==> src/idl_pkg.sv <==
// shared types and constants for the indexed doubly linked list core
package idl_pkg;

   localparam int TYPE_W   = 3;
   localparam int POS_W    = 11;
   localparam int VALUE_W  = 32;
   localparam int STATUS_W = 2;

   // request codes
   typedef enum logic [TYPE_W-1:0] {
      REQ_INS_HEAD  = 3'd0,
      REQ_INS_TAIL  = 3'd1,
      REQ_DELETE    = 3'd2,
      REQ_INS_LEFT  = 3'd3,
      REQ_INS_RIGHT = 3'd4,
      REQ_READ_NEXT = 3'd5
   } req_code_type;

   // result status codes
   typedef enum logic [STATUS_W-1:0] {
      ST_OK      = 2'd0,
      ST_FULL    = 2'd1,
      ST_BAD_POS = 2'd2
   } status_code_type;

   // datapath operations issued by the controller
   typedef enum logic [3:0] {
      OP_NONE,
      OP_ACCEPT,
      OP_UNLINK,
      OP_ANCHOR_LEFT,
      OP_ANCHOR_ENTRY,
      OP_PLACE,
      OP_LINK,
      OP_STEP,
      OP_FETCH
   } dp_op_type;

   typedef struct packed {
      dp_op_type       op;
      logic            load_rsp;
      status_code_type rsp_status;
   } cmd_type;

   typedef struct packed {
      logic full;
      logic pos_ok;
      logic live;
      logic at_tail;
   } flags_type;

endpackage

==> src/idl_ctrl.sv <==
// sequencing state machine for the list core
module idl_ctrl (
   input  logic                               clock,
   input  logic                               reset,
   input  logic                               req_valid,
   output logic                               req_ready,
   input  logic [idl_pkg::TYPE_W-1:0]         req_type,
   output logic                               rsp_valid,
   input  logic                               rsp_ready,
   input  idl_pkg::flags_type                 flags,
   output idl_pkg::cmd_type                   cmd
);

   typedef enum logic [2:0] {
      S_IDLE,
      S_CHECK,
      S_AFTER,
      S_LINK,
      S_STEP,
      S_FETCH,
      S_DONE
   } state_type;

   state_type                state_ff;
   idl_pkg::req_code_type    op_ff;
   idl_pkg::status_code_type status_ff;
   logic                     rsp_valid_ff;
   logic                     accept;
   logic                     rsp_free;

   assign req_ready = (state_ff == S_IDLE);
   assign accept    = req_valid && req_ready;
   assign rsp_free  = !rsp_valid_ff || rsp_ready;
   assign rsp_valid = rsp_valid_ff;

   // command decode per state
   always_comb begin
      cmd.op         = idl_pkg::OP_NONE;
      cmd.load_rsp   = 1'b0;
      cmd.rsp_status = status_ff;
      case (state_ff)
         S_IDLE: begin
            if (accept) begin
               cmd.op = idl_pkg::OP_ACCEPT;
            end
         end
         S_CHECK: begin
            if (flags.live) begin
               case (op_ff)
                  idl_pkg::REQ_DELETE: cmd.op = idl_pkg::OP_UNLINK;
                  idl_pkg::REQ_INS_LEFT: begin
                     if (!flags.full) cmd.op = idl_pkg::OP_ANCHOR_LEFT;
                  end
                  idl_pkg::REQ_INS_RIGHT: begin
                     if (!flags.full) cmd.op = idl_pkg::OP_ANCHOR_ENTRY;
                  end
                  default: cmd.op = idl_pkg::OP_NONE;
               endcase
            end
         end
         S_AFTER: cmd.op = idl_pkg::OP_PLACE;
         S_LINK:  cmd.op = idl_pkg::OP_LINK;
         S_STEP:  cmd.op = idl_pkg::OP_STEP;
         S_FETCH: cmd.op = idl_pkg::OP_FETCH;
         S_DONE:  cmd.load_rsp = rsp_free;
         default: cmd.op = idl_pkg::OP_NONE;
      endcase
   end

   // state, request code, status and result beat valid
   always_ff @(posedge clock) begin
      if (reset) begin
         state_ff     <= S_IDLE;
         op_ff        <= idl_pkg::REQ_INS_HEAD;
         status_ff    <= idl_pkg::ST_OK;
         rsp_valid_ff <= 1'b0;
      end else begin
         if (cmd.load_rsp) begin
            rsp_valid_ff <= 1'b1;
         end else if (rsp_ready) begin
            rsp_valid_ff <= 1'b0;
         end
         case (state_ff)
            S_IDLE: begin
               if (accept) begin
                  op_ff <= idl_pkg::req_code_type'(req_type);
                  case (idl_pkg::req_code_type'(req_type))
                     idl_pkg::REQ_INS_HEAD, idl_pkg::REQ_INS_TAIL: begin
                        if (flags.full) begin
                           status_ff <= idl_pkg::ST_FULL;
                           state_ff  <= S_DONE;
                        end else begin
                           status_ff <= idl_pkg::ST_OK;
                           state_ff  <= S_AFTER;
                        end
                     end
                     idl_pkg::REQ_DELETE, idl_pkg::REQ_INS_LEFT,
                     idl_pkg::REQ_INS_RIGHT: begin
                        if (flags.pos_ok) begin
                           status_ff <= idl_pkg::ST_OK;
                           state_ff  <= S_CHECK;
                        end else begin
                           status_ff <= idl_pkg::ST_BAD_POS;
                           state_ff  <= S_DONE;
                        end
                     end
                     idl_pkg::REQ_READ_NEXT: begin
                        status_ff <= idl_pkg::ST_OK;
                        state_ff  <= S_STEP;
                     end
                     default: begin
                        status_ff <= idl_pkg::ST_OK;
                        state_ff  <= S_DONE;
                     end
                  endcase
               end
            end
            S_CHECK: begin
               if (!flags.live) begin
                  status_ff <= idl_pkg::ST_BAD_POS;
                  state_ff  <= S_DONE;
               end else if (op_ff == idl_pkg::REQ_DELETE) begin
                  state_ff <= S_DONE;
               end else if (flags.full) begin
                  status_ff <= idl_pkg::ST_FULL;
                  state_ff  <= S_DONE;
               end else begin
                  state_ff <= S_AFTER;
               end
            end
            S_AFTER: state_ff <= S_LINK;
            S_LINK:  state_ff <= S_DONE;
            S_STEP:  state_ff <= flags.at_tail ? S_DONE : S_FETCH;
            S_FETCH: state_ff <= S_DONE;
            S_DONE: begin
               if (rsp_free) state_ff <= S_IDLE;
            end
            default: state_ff <= S_IDLE;
         endcase
      end
   end

   // an accepted request always leaves idle
   a_accept_busy: assert property (@(posedge clock) disable iff (reset)
      accept |=> state_ff != S_IDLE)
      else $error("request accepted but controller stayed idle");

   // linking finishes the insert
   a_link_done: assert property (@(posedge clock) disable iff (reset)
      state_ff == S_LINK |=> state_ff == S_DONE)
      else $error("link step not followed by completion");

   // a new result beat comes only out of the completion state
   a_rsp_source: assert property (@(posedge clock) disable iff (reset)
      $rose(rsp_valid_ff) |-> $past(state_ff == S_DONE))
      else $error("result beat raised outside completion");

endmodule

==> config.mk <==
export PLATFORM = sky130hd
export DESIGN_NAME = idl_ctrl
export DESIGN_NICKNAME = d
export VERILOG_FILES = /design/src/idl_pkg.sv /design/src/idl_ctrl.sv
export SDC_FILE = /design/constraint.sdc
export NUM_CORES = 1
export LEC_CHECK = 0
export BUFFER_PORTS_ARGS = -buffer_cell sky130_fd_sc_hd__buf_2
export CORE_AREA = 8 8 45 47
export CTS_CLUSTER_SIZE = 8
export DETAILED_ROUTE_END_ITERATION = 10
export DIE_AREA = 0 0 53 55
export GPL_ROUTABILITY_DRIVEN = 0
export PLACE_DENSITY = 0.75
export SYNTH_ARGS = -nofsm -noshare
export SYNTH_HDL_FRONTEND = slang
export SYNTH_SLANG_ARGS = --single-unit
==> constraint.sdc <==
create_clock -name clock -period 2.1 [get_ports clock]
set_input_delay 0.42 -clock clock [delete_from_list [all_inputs] [get_ports clock]]
set_output_delay 0.42 -clock clock [all_outputs]
set_load 0.02 [all_outputs]
======== After elaboration in Yosys (flattened, before gate mapping) ========
Index checks and enable logic that the tools add are counted.
cells by class
  equal/unequal tests ..................... 18
  mux-type cells .......................... 26
  reduce and logical (&&, ||, !) cells .... 13
operators with widths
  operator                                             number
  two-way mux 3 bit                                    8
  case mux 4 bit (6 select lines)                      1
  equality test 3 x 2 -> 1 bit, second input constant  6
  equality test 3 bit, second input constant           6
  case mux 3 bit (3 select lines)                      2
  case mux 3 bit (6 select lines)                      1
  two-way mux 2 bit                                    7
  case mux 2 bit (2 select lines)                      2
  equality test 3 x 1 -> 1 bit, second input constant  2
  zero test 3 bit                                      2
  != test 3 bit, second input constant                 2
  two-way mux 1 bit                                    5
  AND reduction 2 bit                                  2
  AND reduction 4 bit                                  1
  nonzero test 2 bit                                   2
  OR reduction 2 bit                                   2
  OR reduction 3 bit                                   1
  != test 2 x 1 -> 1 bit, second input constant        1
  != test 2 bit, second input constant                 1
  logical AND 1 bit                                    1
  zero test 1 bit                                      1
  logical OR 1 bit                                     1
word-level totals
  register bits after elaboration ......... 9
  input port bits ......................... 11
  output and inout bits ................... 9
  word-level logic and storage cells ...... 61

======== Depth between registers and ports, before layout ========
Gate-level depths: netlist (run 1).
  depth after elaboration ................. 5
  depth in mapped cells ................... 6

======== Least setup slack after synthesis (run 1) ========
Ideal clock, no wire load.
  kind .................................... flip-flop to output port
  start point ............................. register state_ff[2]
  end point ............................... output cmd[3] in the netlist's numbering
  arrival ................................. 1309 ps
  data required time ...................... 1680 ps
  slack ................................... 371 ps
  stages on the path, launching flop included .. 7
  path buffers ............................ 2
  path through ............................ dfxtp_1 > buf_6 > or2_1 > buf_6 > nor2_1 > nand3_1 > a21oi_1
RTL lines
  element                 RTL line         source
  start, declared         idl_ctrl.sv:24   state_type state_ff;
  start signal, assigned  idl_ctrl.sv:133  S_STEP: state_ff <= flags.at_tail ? S_DONE : S_FETCH;
  end, declared           idl_ctrl.sv:11   output idl_pkg::cmd_type cmd

==> impl_metrics.json, run 1 <==
{
  "startpoint": "state_ff[2]",
  "p_clk_share_pct": 13.0,
  "netlist_top_cells_count": "13 x nor2_1, 9 x dfxtp_1, 9 x nand2_1",
  "die_h_um": 55,
  "synth_cells": 84,
  "slowest_stage": "dfxtp_1",
  "irDropWorstVdd_mv": 0.575,
  "grt_usage_pct": 11.9,
  "synth_area_um2": 631,
  "drt_iter0_drc": 17,
  "min_path_type": "in2reg",
  "drv_cap": 0,
  "sequentialPowerShare_pct": 29.1,
  "grt_pass1_vias": 632,
  "required_ps": 1680,
  "whs_path_depth": 3,
  "rows": 14,
  "fin_nets": 115,
  "clock_path_buffers": 2,
  "fin_crit_ps": 1950,
  "vias": 661,
  "clockRootBuffer": "clkbuf_4",
  "fin_skew_ps": 3.11,
  "antenna_cells": 0,
  "relSlewSlack_pct": 67.8,
  "clk_pin_slew_ps": 60,
  "async_flop_share_pct": 0,
  "combPwrFrac_pct": 57.9,
  "finalMaxSlewViolations": 0,
  "synth_top_area_share_pct": 28.6,
  "path_max_fanout": 10,
  "postCtsSetupRepairBufs": 0,
  "cts_sinks": 9,
  "yosys.area_share.simple_pct": 35.9,
  "placed_area_um2": 718,
  "startpoint_type": "flop",
  "status": "completed",
  "fmax_mhz": 512,
  "crit_chain": "or2_4 -> nor2_1 -> nand3_1 -> a21oi_1 -> buf_2",
  "firstDrtPassIters": 4,
  "avgRoutedWirePerCell_um": 13.1,
  "synth_compound_area_share_pct": 27.0,
  "crit_cells": 5,
  "yosys.area_share.adder_pct": 0,
  "die_w_um": 53,
  "drive_above_1_share_pct": 28.2,
  "p_sw_mw": 0.491,
  "fin_area_um2": 752,
  "p_per_area_nw_per_um2": 1390,
  "port_buffers": 19,
  "synth.most_common_cell": "nor2_1",
  "grt_antenna_before_repair": 0,
  "clk_latency_ps": 260,
  "ys_ff_latch": 9,
  "min_period_over_period_pct": 93.0,
  "worst_slew_pin_slew_ps": 482,
  "drt-total-wl_mm": 1.56,
  "cts_buffers": 3,
  "swShare_pct": 47.0,
  "crit_type": "reg2out",
  "synth_top_family_by_area": "simple AND/OR/NAND/NOR gates",
  "crit_buf_inv": 1,
  "hp-start": "req_type[0]",
  "ys_seq_area_share_pct": 28.6,
  "p_int_mw": 0.552,
  "slowest_delay_ps": 400,
  "io_pins": 20,
  "synth_fp_nets": 95,
  "fin_tns_setup_ps": 0,
  "place_ws_ps": 322,
  "die_area_um2": 2920,
  "coreArea_um2": 1380,
  "area_growth_pct": 19.2,
  "timing.hold.ws_ps": 429,
  "setup_violations": 0,
  "start_util_pct": 45.6,
  "cp_data_arrival_time_ps": 1530,
  "hold_violations": 0,
  "synthMuxAreaShare_pct": 1.79,
  "synth_warnings": 0,
  "vias_per_cell": 5.55,
  "hpwl_mm": 1.22,
  "yosysUniqueCellTypes": 32,
  "synth_xor_area_share_pct": 0,
  "p_leak_nw": 0.316,
  "grt-ovfl-total": 0,
  "grt_first_pass_wirelength_mm": 2.66,
  "ff2ff_path_depth": 4,
  "synth_area_per_cell_um2": 7.51,
  "critPathTopFamily": "simple AND/OR/NAND/NOR gates",
  "grt_max_degree": 11,
  "rsz0062_at_grt": "no",
  "drc": 0,
  "end_kind": "output pin",
  "seq_area_um2": 180,
  "cts-htree-levels": 1,
  "ant_nets": 0,
  "ys_top_cells_by_area": "dfxtp_1 29%, nor2_1 7.7%, nand2b_1 6.0%, nand2_1 5.4%, a31oi_1 5.0%",
  "multi_input_area_um2": 415,
  "layout_setup_ws_ps": 148,
  "yosysTopAreaCell": "dfxtp_1",
  "reg2reg_from": "state_ff[2]",
  "ys.flop_type": "dfxtp_1",
  "synth_edf_count": 0,
  "num-fill-cells": 138,
  "cts_tree": "done"
}
[per-layer routing]
layer | routed length [µm] | GRT usage [%] | up-vias
li1 | - | - | 343
met3 | 80 | 1.34 | 4
met4 | 36 | 7.76 | 0
met1 | 720 | 14.6 | 290
met5 | 0 | 0 | -
met2 | 721 | 19.1 | 24
[cell type report]
class                   count  share of cell area [%]
clock buffers               4                    3.49
multi-input cells          69                    55.2
well taps                  16                    2.66
repair buffers             21                    14.6
flip-flops and latches      9                    24.0
[cell usage in the layout, fill, tap and decap left out, drive strengths merged]
cell,n
a2111oi,1
a211oi,1
a21boi,1
a21o,1
a21oi,6
a221o,1
a31oi,5
and2,1
and3b,1
buf,21
clkbuf,4
dfxtp,9
mux2,1
nand2,9
nand2b,6
nand3,4
nand3b,1
nor2,13
nor2b,3
nor3,4
nor3b,1
nor4,1
o21a,1
o21ai,3
o31ai,1
o32a,1
o32ai,1
or2,1
[worst register-to-register path, cell delays in order, from the launching register on]
cell      delay (ps)
dfxtp_1          400
or2_4            340
o32a_1           350
a31oi_1          180
a211oi_1          80
[kinds of logic after synthesis]
logic type,count (synthesis)
compound gates,23
mux,1
flops,9
buf+inv,6
simple gates,45
[stage by stage]
step	instances	util, %	power [mW]
after CTS	119	53.8	1.03
after global routing	119	54.3	1.13
after detailed placement	115	51.9	0.895
final	119	54.3	1.04
after floorplan	84	-	0.762
after global placement	115	51.9	0.889
[power groups by stage]
stage	sequential [mW]	combinational (mW)	clock (mW)
final	0.303	0.604	0.136
after global routing	0.318	0.667	0.146
after CTS	0.300	0.593	0.138
after detailed placement	0.304	0.590	0
after global placement	0.303	0.586	0
after floorplan	0.274	0.488	0
[state kept, by name, indices dropped and copies added, names as in the netlist]
register   flops
status_ff      2
op_ff          3
state_ff       3
rsp_valid      1
[what timing repair did]
item,4_1_cts,5_1_grt
hold buffers,0,0
endpoints found under the setup margin,0,1
hold endpoints to repair,0,0
resized for setup,0,2
[worst paths after layout]
check	end	slack [ps]
max	cmd[3]	150
min	op_ff[0]	430
max reg2reg	state_ff[2]	620
min reg2reg	op_ff[1]	480
Power figures use the tool's default switching activity.
==> inputs of run 2 (changes only) <==
--- a/config.mk
+++ b/config.mk
@@ -11,6 +11,7 @@
 export DETAILED_ROUTE_END_ITERATION = 10
 export DIE_AREA = 0 0 53 55
 export GPL_ROUTABILITY_DRIVEN = 0
+export GPL_TIMING_DRIVEN = 0
 export PLACE_DENSITY = 0.75
 export SYNTH_ARGS = -nofsm -noshare
 export SYNTH_HDL_FRONTEND = slang
==> run 2 against run 1 <==
Clock power increased by 4%. Hold slack worse by 5.8 ps. Maximum frequency is 1.7% lower. First-iteration DRC count grew 29%. Critical endpoint unchanged. Largest power group unchanged.
==> impl_metrics.json, run 2 (synthesized netlist as in run 1, its figures left out) <==
{
  "status": "completed",
  "irDropWorstVdd_mv": 0.651,
  "min_period_over_period_pct": 94.6,
  "vias": 663,
  "grt_pass1_vias": 614,
  "slowest_delay_ps": 310,
  "fin_nets": 116,
  "cp_data_arrival_time_ps": 1570,
  "rsz0062_at_grt": "no",
  "postCtsSetupRepairBufs": 0,
  "fin_skew_ps": 0.212,
  "worst_slew_pin_slew_ps": 536,
  "drive_above_1_share_pct": 26.9,
  "min_path_type": "in2reg",
  "drc": 0,
  "p_per_area_nw_per_um2": 1400,
  "die_w_um": 53,
  "worst-r2r-setup-slack_ps": 590,
  "p_total_mw": 1.08,
  "cts_buffers": 3,
  "startpoint_type": "flop",
  "grt_antenna_before_repair": 0,
  "die_area_um2": 2920,
  "port_buffers": 17,
  "grt_first_pass_wirelength_mm": 2.68,
  "reg2reg_from": "state_ff[2]",
  "clock_path_buffers": 2,
  "timing.hold.ws_ps": 424,
  "finalMaxSlewViolations": 0,
  "cts_tree": "done",
  "cts_sinks": 9,
  "mostFrequentLayoutCell": "buf_2",
  "fin_cells": 120,
  "grt_max_degree": 11,
  "area_growth_pct": 21.8,
  "r2r-end": "state_ff[2]",
  "start_util_pct": 45.6,
  "ant_nets": 0,
  "setup_violations": 0,
  "crit_top_cell": "buf_6",
  "drt_iter0_drc": 22,
  "avgRoutedWirePerCell_um": 13.3,
  "p_leak_nw": 0.319,
  "relSlewSlack_pct": 64.2,
  "path_max_fanout": 10,
  "whs_path_depth": 3,
  "crit_buf_inv": 3,
  "crit_type": "reg2out",
  "largest_registers": "op_ff: 3 flops, state_ff: 3 flops, status_ff: 2 flops",
  "cts-htree-levels": 1,
  "fin_crit_ps": 1990,
  "slowest_stage": "dfxtp_1",
  "fin_tns_setup_ps": 0,
  "coreArea_um2": 1380,
  "drv_cap": 0,
  "hp-start": "req_type[0]",
  "clk_pin_slew_ps": 60,
  "clockRootBuffer": "clkbuf_4",
  "grt_usage_pct": 12.5,
  "grt-ovfl-total": 0,
  "drt-total-wl_mm": 1.60,
  "rows": 14,
  "end_kind": "output pin",
  "firstDrtPassIters": 4,
  "dp.cells": 117,
  "required_ps": 1680,
  "hold-path-endpoint": "op_ff[0]",
  "io_pins": 20,
  "crit_chain": "buf_6 -> or2_1 -> buf_6 -> o31ai_2 -> a21oi_2 -> buf_4",
  "ff2ff_path_depth": 6,
  "layout_common_cells": "16 x buf_2, 13 x nor2_1, 9 x nand2_1, 9 x dfxtp_1, 6 x nand2b_1",
  "fmax_mhz": 504,
  "antenna_cells": 0,
  "vias_per_cell": 5.53,
  "die_h_um": 55,
  "hpwl_mm": 1.23,
  "critPathTopFamily": "buffers and inverters",
  "clk_latency_ps": 270,
  "hold_violations": 0
}
-- run 2: changes by cell type in the layout (fill, tap and decap cells not counted), sizes merged --
cell,delta
clkbuf,+1
-- run 2: routing by layer --
metal | GRT usage [%] | up-vias | share of wire [%] | routed length, µm
met5 | 0 | - | 0 | 0
met4 | 11.6 | 0 | 4.0 | 64
met3 | 2.14 | 4 | 4.2 | 67
met2 | 19.3 | 18 | 46 | 731
met1 | 14.5 | 300 | 46 | 736
li1 | - | 341 | - | -
-- run 2: cell type report --
cell class / count / area, µm²
fillers: 141 / 616
multi-input cells: 69 / 417
flip-flops and latches: 9 / 180
repair buffers: 17 / 87.6
plain buffers: 5 / 37.5
clock buffers: 4 / 26.3
well taps: 16 / 20.0
-- run 2: worst max path at each step --
stage,start,end,depth (start not counted)
2_1_floorplan,state_ff[2],cmd[3],6
3_3_place_gp,state_ff[1],cmd[3],6
3_5_place_dp,state_ff[1],cmd[3],6
4_1_cts,state_ff[1],cmd[3],6
5_1_grt,state_ff[2],cmd[3],7
6_report,state_ff[2],cmd[3],6
-- run 2: tightest hold or removal path, stage by stage --
cell	delay, ps
buf_2	110
nand3_1	60
a21oi_1	50
-- run 2: what timing repair did --
item                                    in CTS  in global routing
endpoints found under the setup margin       0                  1
gates resized for setup                      0                  3
hold buffers                                 0                  0
-- run 2: stage by stage --
step	util (%)	cell area [µm²]	worst slack [ps]
floorplan	-	631	371
global placement	53.2	736	341
detailed placement	53.2	736	326
CTS	55.1	762	28.0
global route	55.5	768	24.2
finish	55.5	768	114
-- run 2: where the power goes --
group	internal, mW	leakage (nW)	switching, mW
Clock	0.0736	0.0150	0.0673
Combinational	0.279	0.230	0.381
Sequential	0.224	0.0739	0.0524
Total	0.576	0.319	0.501
==> inputs of run 3 (changes only) <==
--- a/config.mk
+++ b/config.mk
@@ -7,6 +7,7 @@
 export LEC_CHECK = 0
 export BUFFER_PORTS_ARGS = -buffer_cell sky130_fd_sc_hd__buf_2
 export CORE_AREA = 8 8 45 47
+export CTS_BUF_LIST = sky130_fd_sc_hd__clkbuf_2 sky130_fd_sc_hd__clkbuf_4 sky130_fd_sc_hd__clkbuf_8
 export CTS_CLUSTER_SIZE = 8
 export DETAILED_ROUTE_END_ITERATION = 10
 export DIE_AREA = 0 0 53 55
==> constraint.sdc (replaced) <==
create_clock -name clock -period 2.54 [get_ports clock]
set_input_delay 0.508 -clock clock [delete_from_list [all_inputs] [get_ports clock]]
set_output_delay 0.508 -clock clock [all_outputs]
set_load 0.02 [all_outputs]
==> run 3 against run 2 <==
Clock power fell by 9%. Combinational power fell by 17%. Hold slack improved by 64 ps. Die area did not move. Register-to-register slack improved by 430 ps. Clock skew rose by 2.0 ps. Critical endpoint unchanged. Non-clock buffer count rose by 1. Final cell count rose by 0.83%. Sequential share of layout area rose by 0.077 points. Critical path depth did not move.
==> impl_metrics.json, run 3 (synthesized netlist as in run 1, its figures left out) <==
{
  "status": "completed",
  "setup_violations": 0,
  "slowest_delay_ps": 310,
  "clk_latency_ps": 270,
  "worst_slew_pin_slew_ps": 529,
  "rsz0062_at_grt": "no",
  "startpoint_type": "flop",
  "min_path_type": "reg2reg",
  "crit_buf_inv": 3,
  "whs_path_depth": 2,
  "min_period_over_period_pct": 84.6,
  "grt_max_degree": 11,
  "num-fill-cells": 139,
  "port_buffers": 17,
  "hold_violations": 0,
  "p_leak_nw": 0.323,
  "postCtsHoldBufs": 0,
  "cp_data_arrival_time_ps": 1640,
  "die_h_um": 55,
  "antenna_cells": 0,
  "hpwl_mm": 1.23,
  "placed_area_um2": 736,
  "fin_skew_ps": 2.25,
  "drc": 0,
  "crit_chain": "buf_2 -> or2_1 -> buf_6 -> o31ai_1 -> a21oi_1 -> buf_2",
  "reg2reg_from": "state_ff[1]",
  "end_kind": "output pin",
  "drt-total-wl_mm": 1.60,
  "vias_per_cell": 5.55,
  "drive_above_1_share_pct": 26.7,
  "hp-start": "op_ff[1]",
  "fmax_mhz": 465,
  "irDropWorstVdd_mv": 0.533,
  "area_growth_pct": 21.4,
  "grt_first_pass_wirelength_mm": 2.69,
  "relSlewSlack_pct": 64.7,
  "worst-r2r-setup-slack_ps": 1020,
  "clk_pin_slew_ps": 60,
  "firstDrtPassIters": 5,
  "grt_usage_pct": 12.6,
  "io_pins": 20,
  "clock_path_buffers": 2,
  "die_area_um2": 2920,
  "drv_cap": 0,
  "fin_crit_ps": 2150,
  "drt_iter0_drc": 17,
  "postCtsSetupRepairBufs": 0,
  "hold-path-endpoint": "op_ff[1]",
  "crit_type": "reg2out",
  "cts_sinks": 9,
  "cts_tree": "done",
  "grt_pass1_vias": 615,
  "fin_nets": 117,
  "required_ps": 2030,
  "ff2ff_path_depth": 6,
  "p_total_mw": 0.890,
  "ant_nets": 0,
  "r2r-end": "state_ff[2]",
  "crit_top_cell": "buf_2",
  "cts_resized": 0,
  "slowest_stage": "o31ai_1",
  "cts-htree-levels": 1,
  "avgRoutedWirePerCell_um": 13.3,
  "finish.utilization_pct": 55.3,
  "rows": 14,
  "grt-ovfl-total": 0,
  "p_per_area_nw_per_um2": 1160,
  "grt_antenna_before_repair": 0,
  "path_max_fanout": 8,
  "fin_area_um2": 766,
  "die_w_um": 53,
  "layout_common_cells": "18 x buf_2, 13 x nor2_1, 9 x nand2_1, 9 x dfxtp_1",
  "largest_registers": "op_ff: 3 flops, state_ff: 3 flops, status_ff: 2 flops",
  "start_util_pct": 45.6,
  "cts_buffers": 3,
  "finalMaxSlewViolations": 0,
  "mostFrequentLayoutCell": "buf_2",
  "coreArea_um2": 1380,
  "fin_tns_setup_ps": 0,
  "critPathTopFamily": "buffers and inverters",
  "vias": 671,
  "clockRootBuffer": "clkbuf_4"
}
==> run 3: cell types whose count changed in the layout (fill, tap and decap cells not counted), sizes merged <==
cell | previous run | this run
buf | 21 | 22
==> run 3: how the worst max path moves through the flow <==
stage | from | end | slack, ps | cells after the start
2_1_floorplan | flags[3] | cmd[5] | 700 | 3
3_3_place_gp | flags[3] | cmd[5] | 680 | 5
3_5_place_dp | flags[3] | cmd[5] | 670 | 5
4_1_cts | state_ff[1] | cmd[3] | 380 | 6
5_1_grt | state_ff[1] | cmd[3] | 270 | 6
6_report | state_ff[1] | cmd[3] | 390 | 6
==> run 3: layer usage <==
metal	vias to the layer above	part of all wire (%)	global-route usage, %
met3	4	3.5	2.14
met2	16	46	19.5
met5	-	0	0
li1	344	-	-
met1	307	47	14.5
met4	0	4.1	11.6
==> run 3: final cells by class <==
type	instances	area [µm²]	area share, %
Buffer	6	42.5	5.56
Clock buffer	4	30.0	3.92
Multi-Input combinational cell	69	408	53.3
Sequential cell	9	180	23.5
Tap cell	16	20.0	2.61
Timing Repair Buffer	17	85.1	11.1
==> run 3: worst register-to-register path: cells and delay by family (launching register included) <==
kind	cells	cell delay [ps]
AND/OR/NAND/NOR	1	230
flip-flops	1	290
buffers and inverters	2	300
AO/OA/AOI/OAI	3	570
==> run 3: stage by stage <==
stage,hold slack [ps],worst slack (ps),instances
after CTS,487,380,121
final,487,391,121
after floorplan,453,697,84
after global placement,472,682,117
after detailed placement,478,670,117
after global routing,521,273,121
==> run 3: where the power goes <==
part / total (mW) / switching, mW / internal, mW / leakage (nW)
logic: 0.546 / 0.323 / 0.223 / 0.230
clock network: 0.129 / 0.0574 / 0.0716 / 0.0184
registers: 0.215 / 0.0298 / 0.185 / 0.0739
total: 0.890 / 0.411 / 0.479 / 0.323
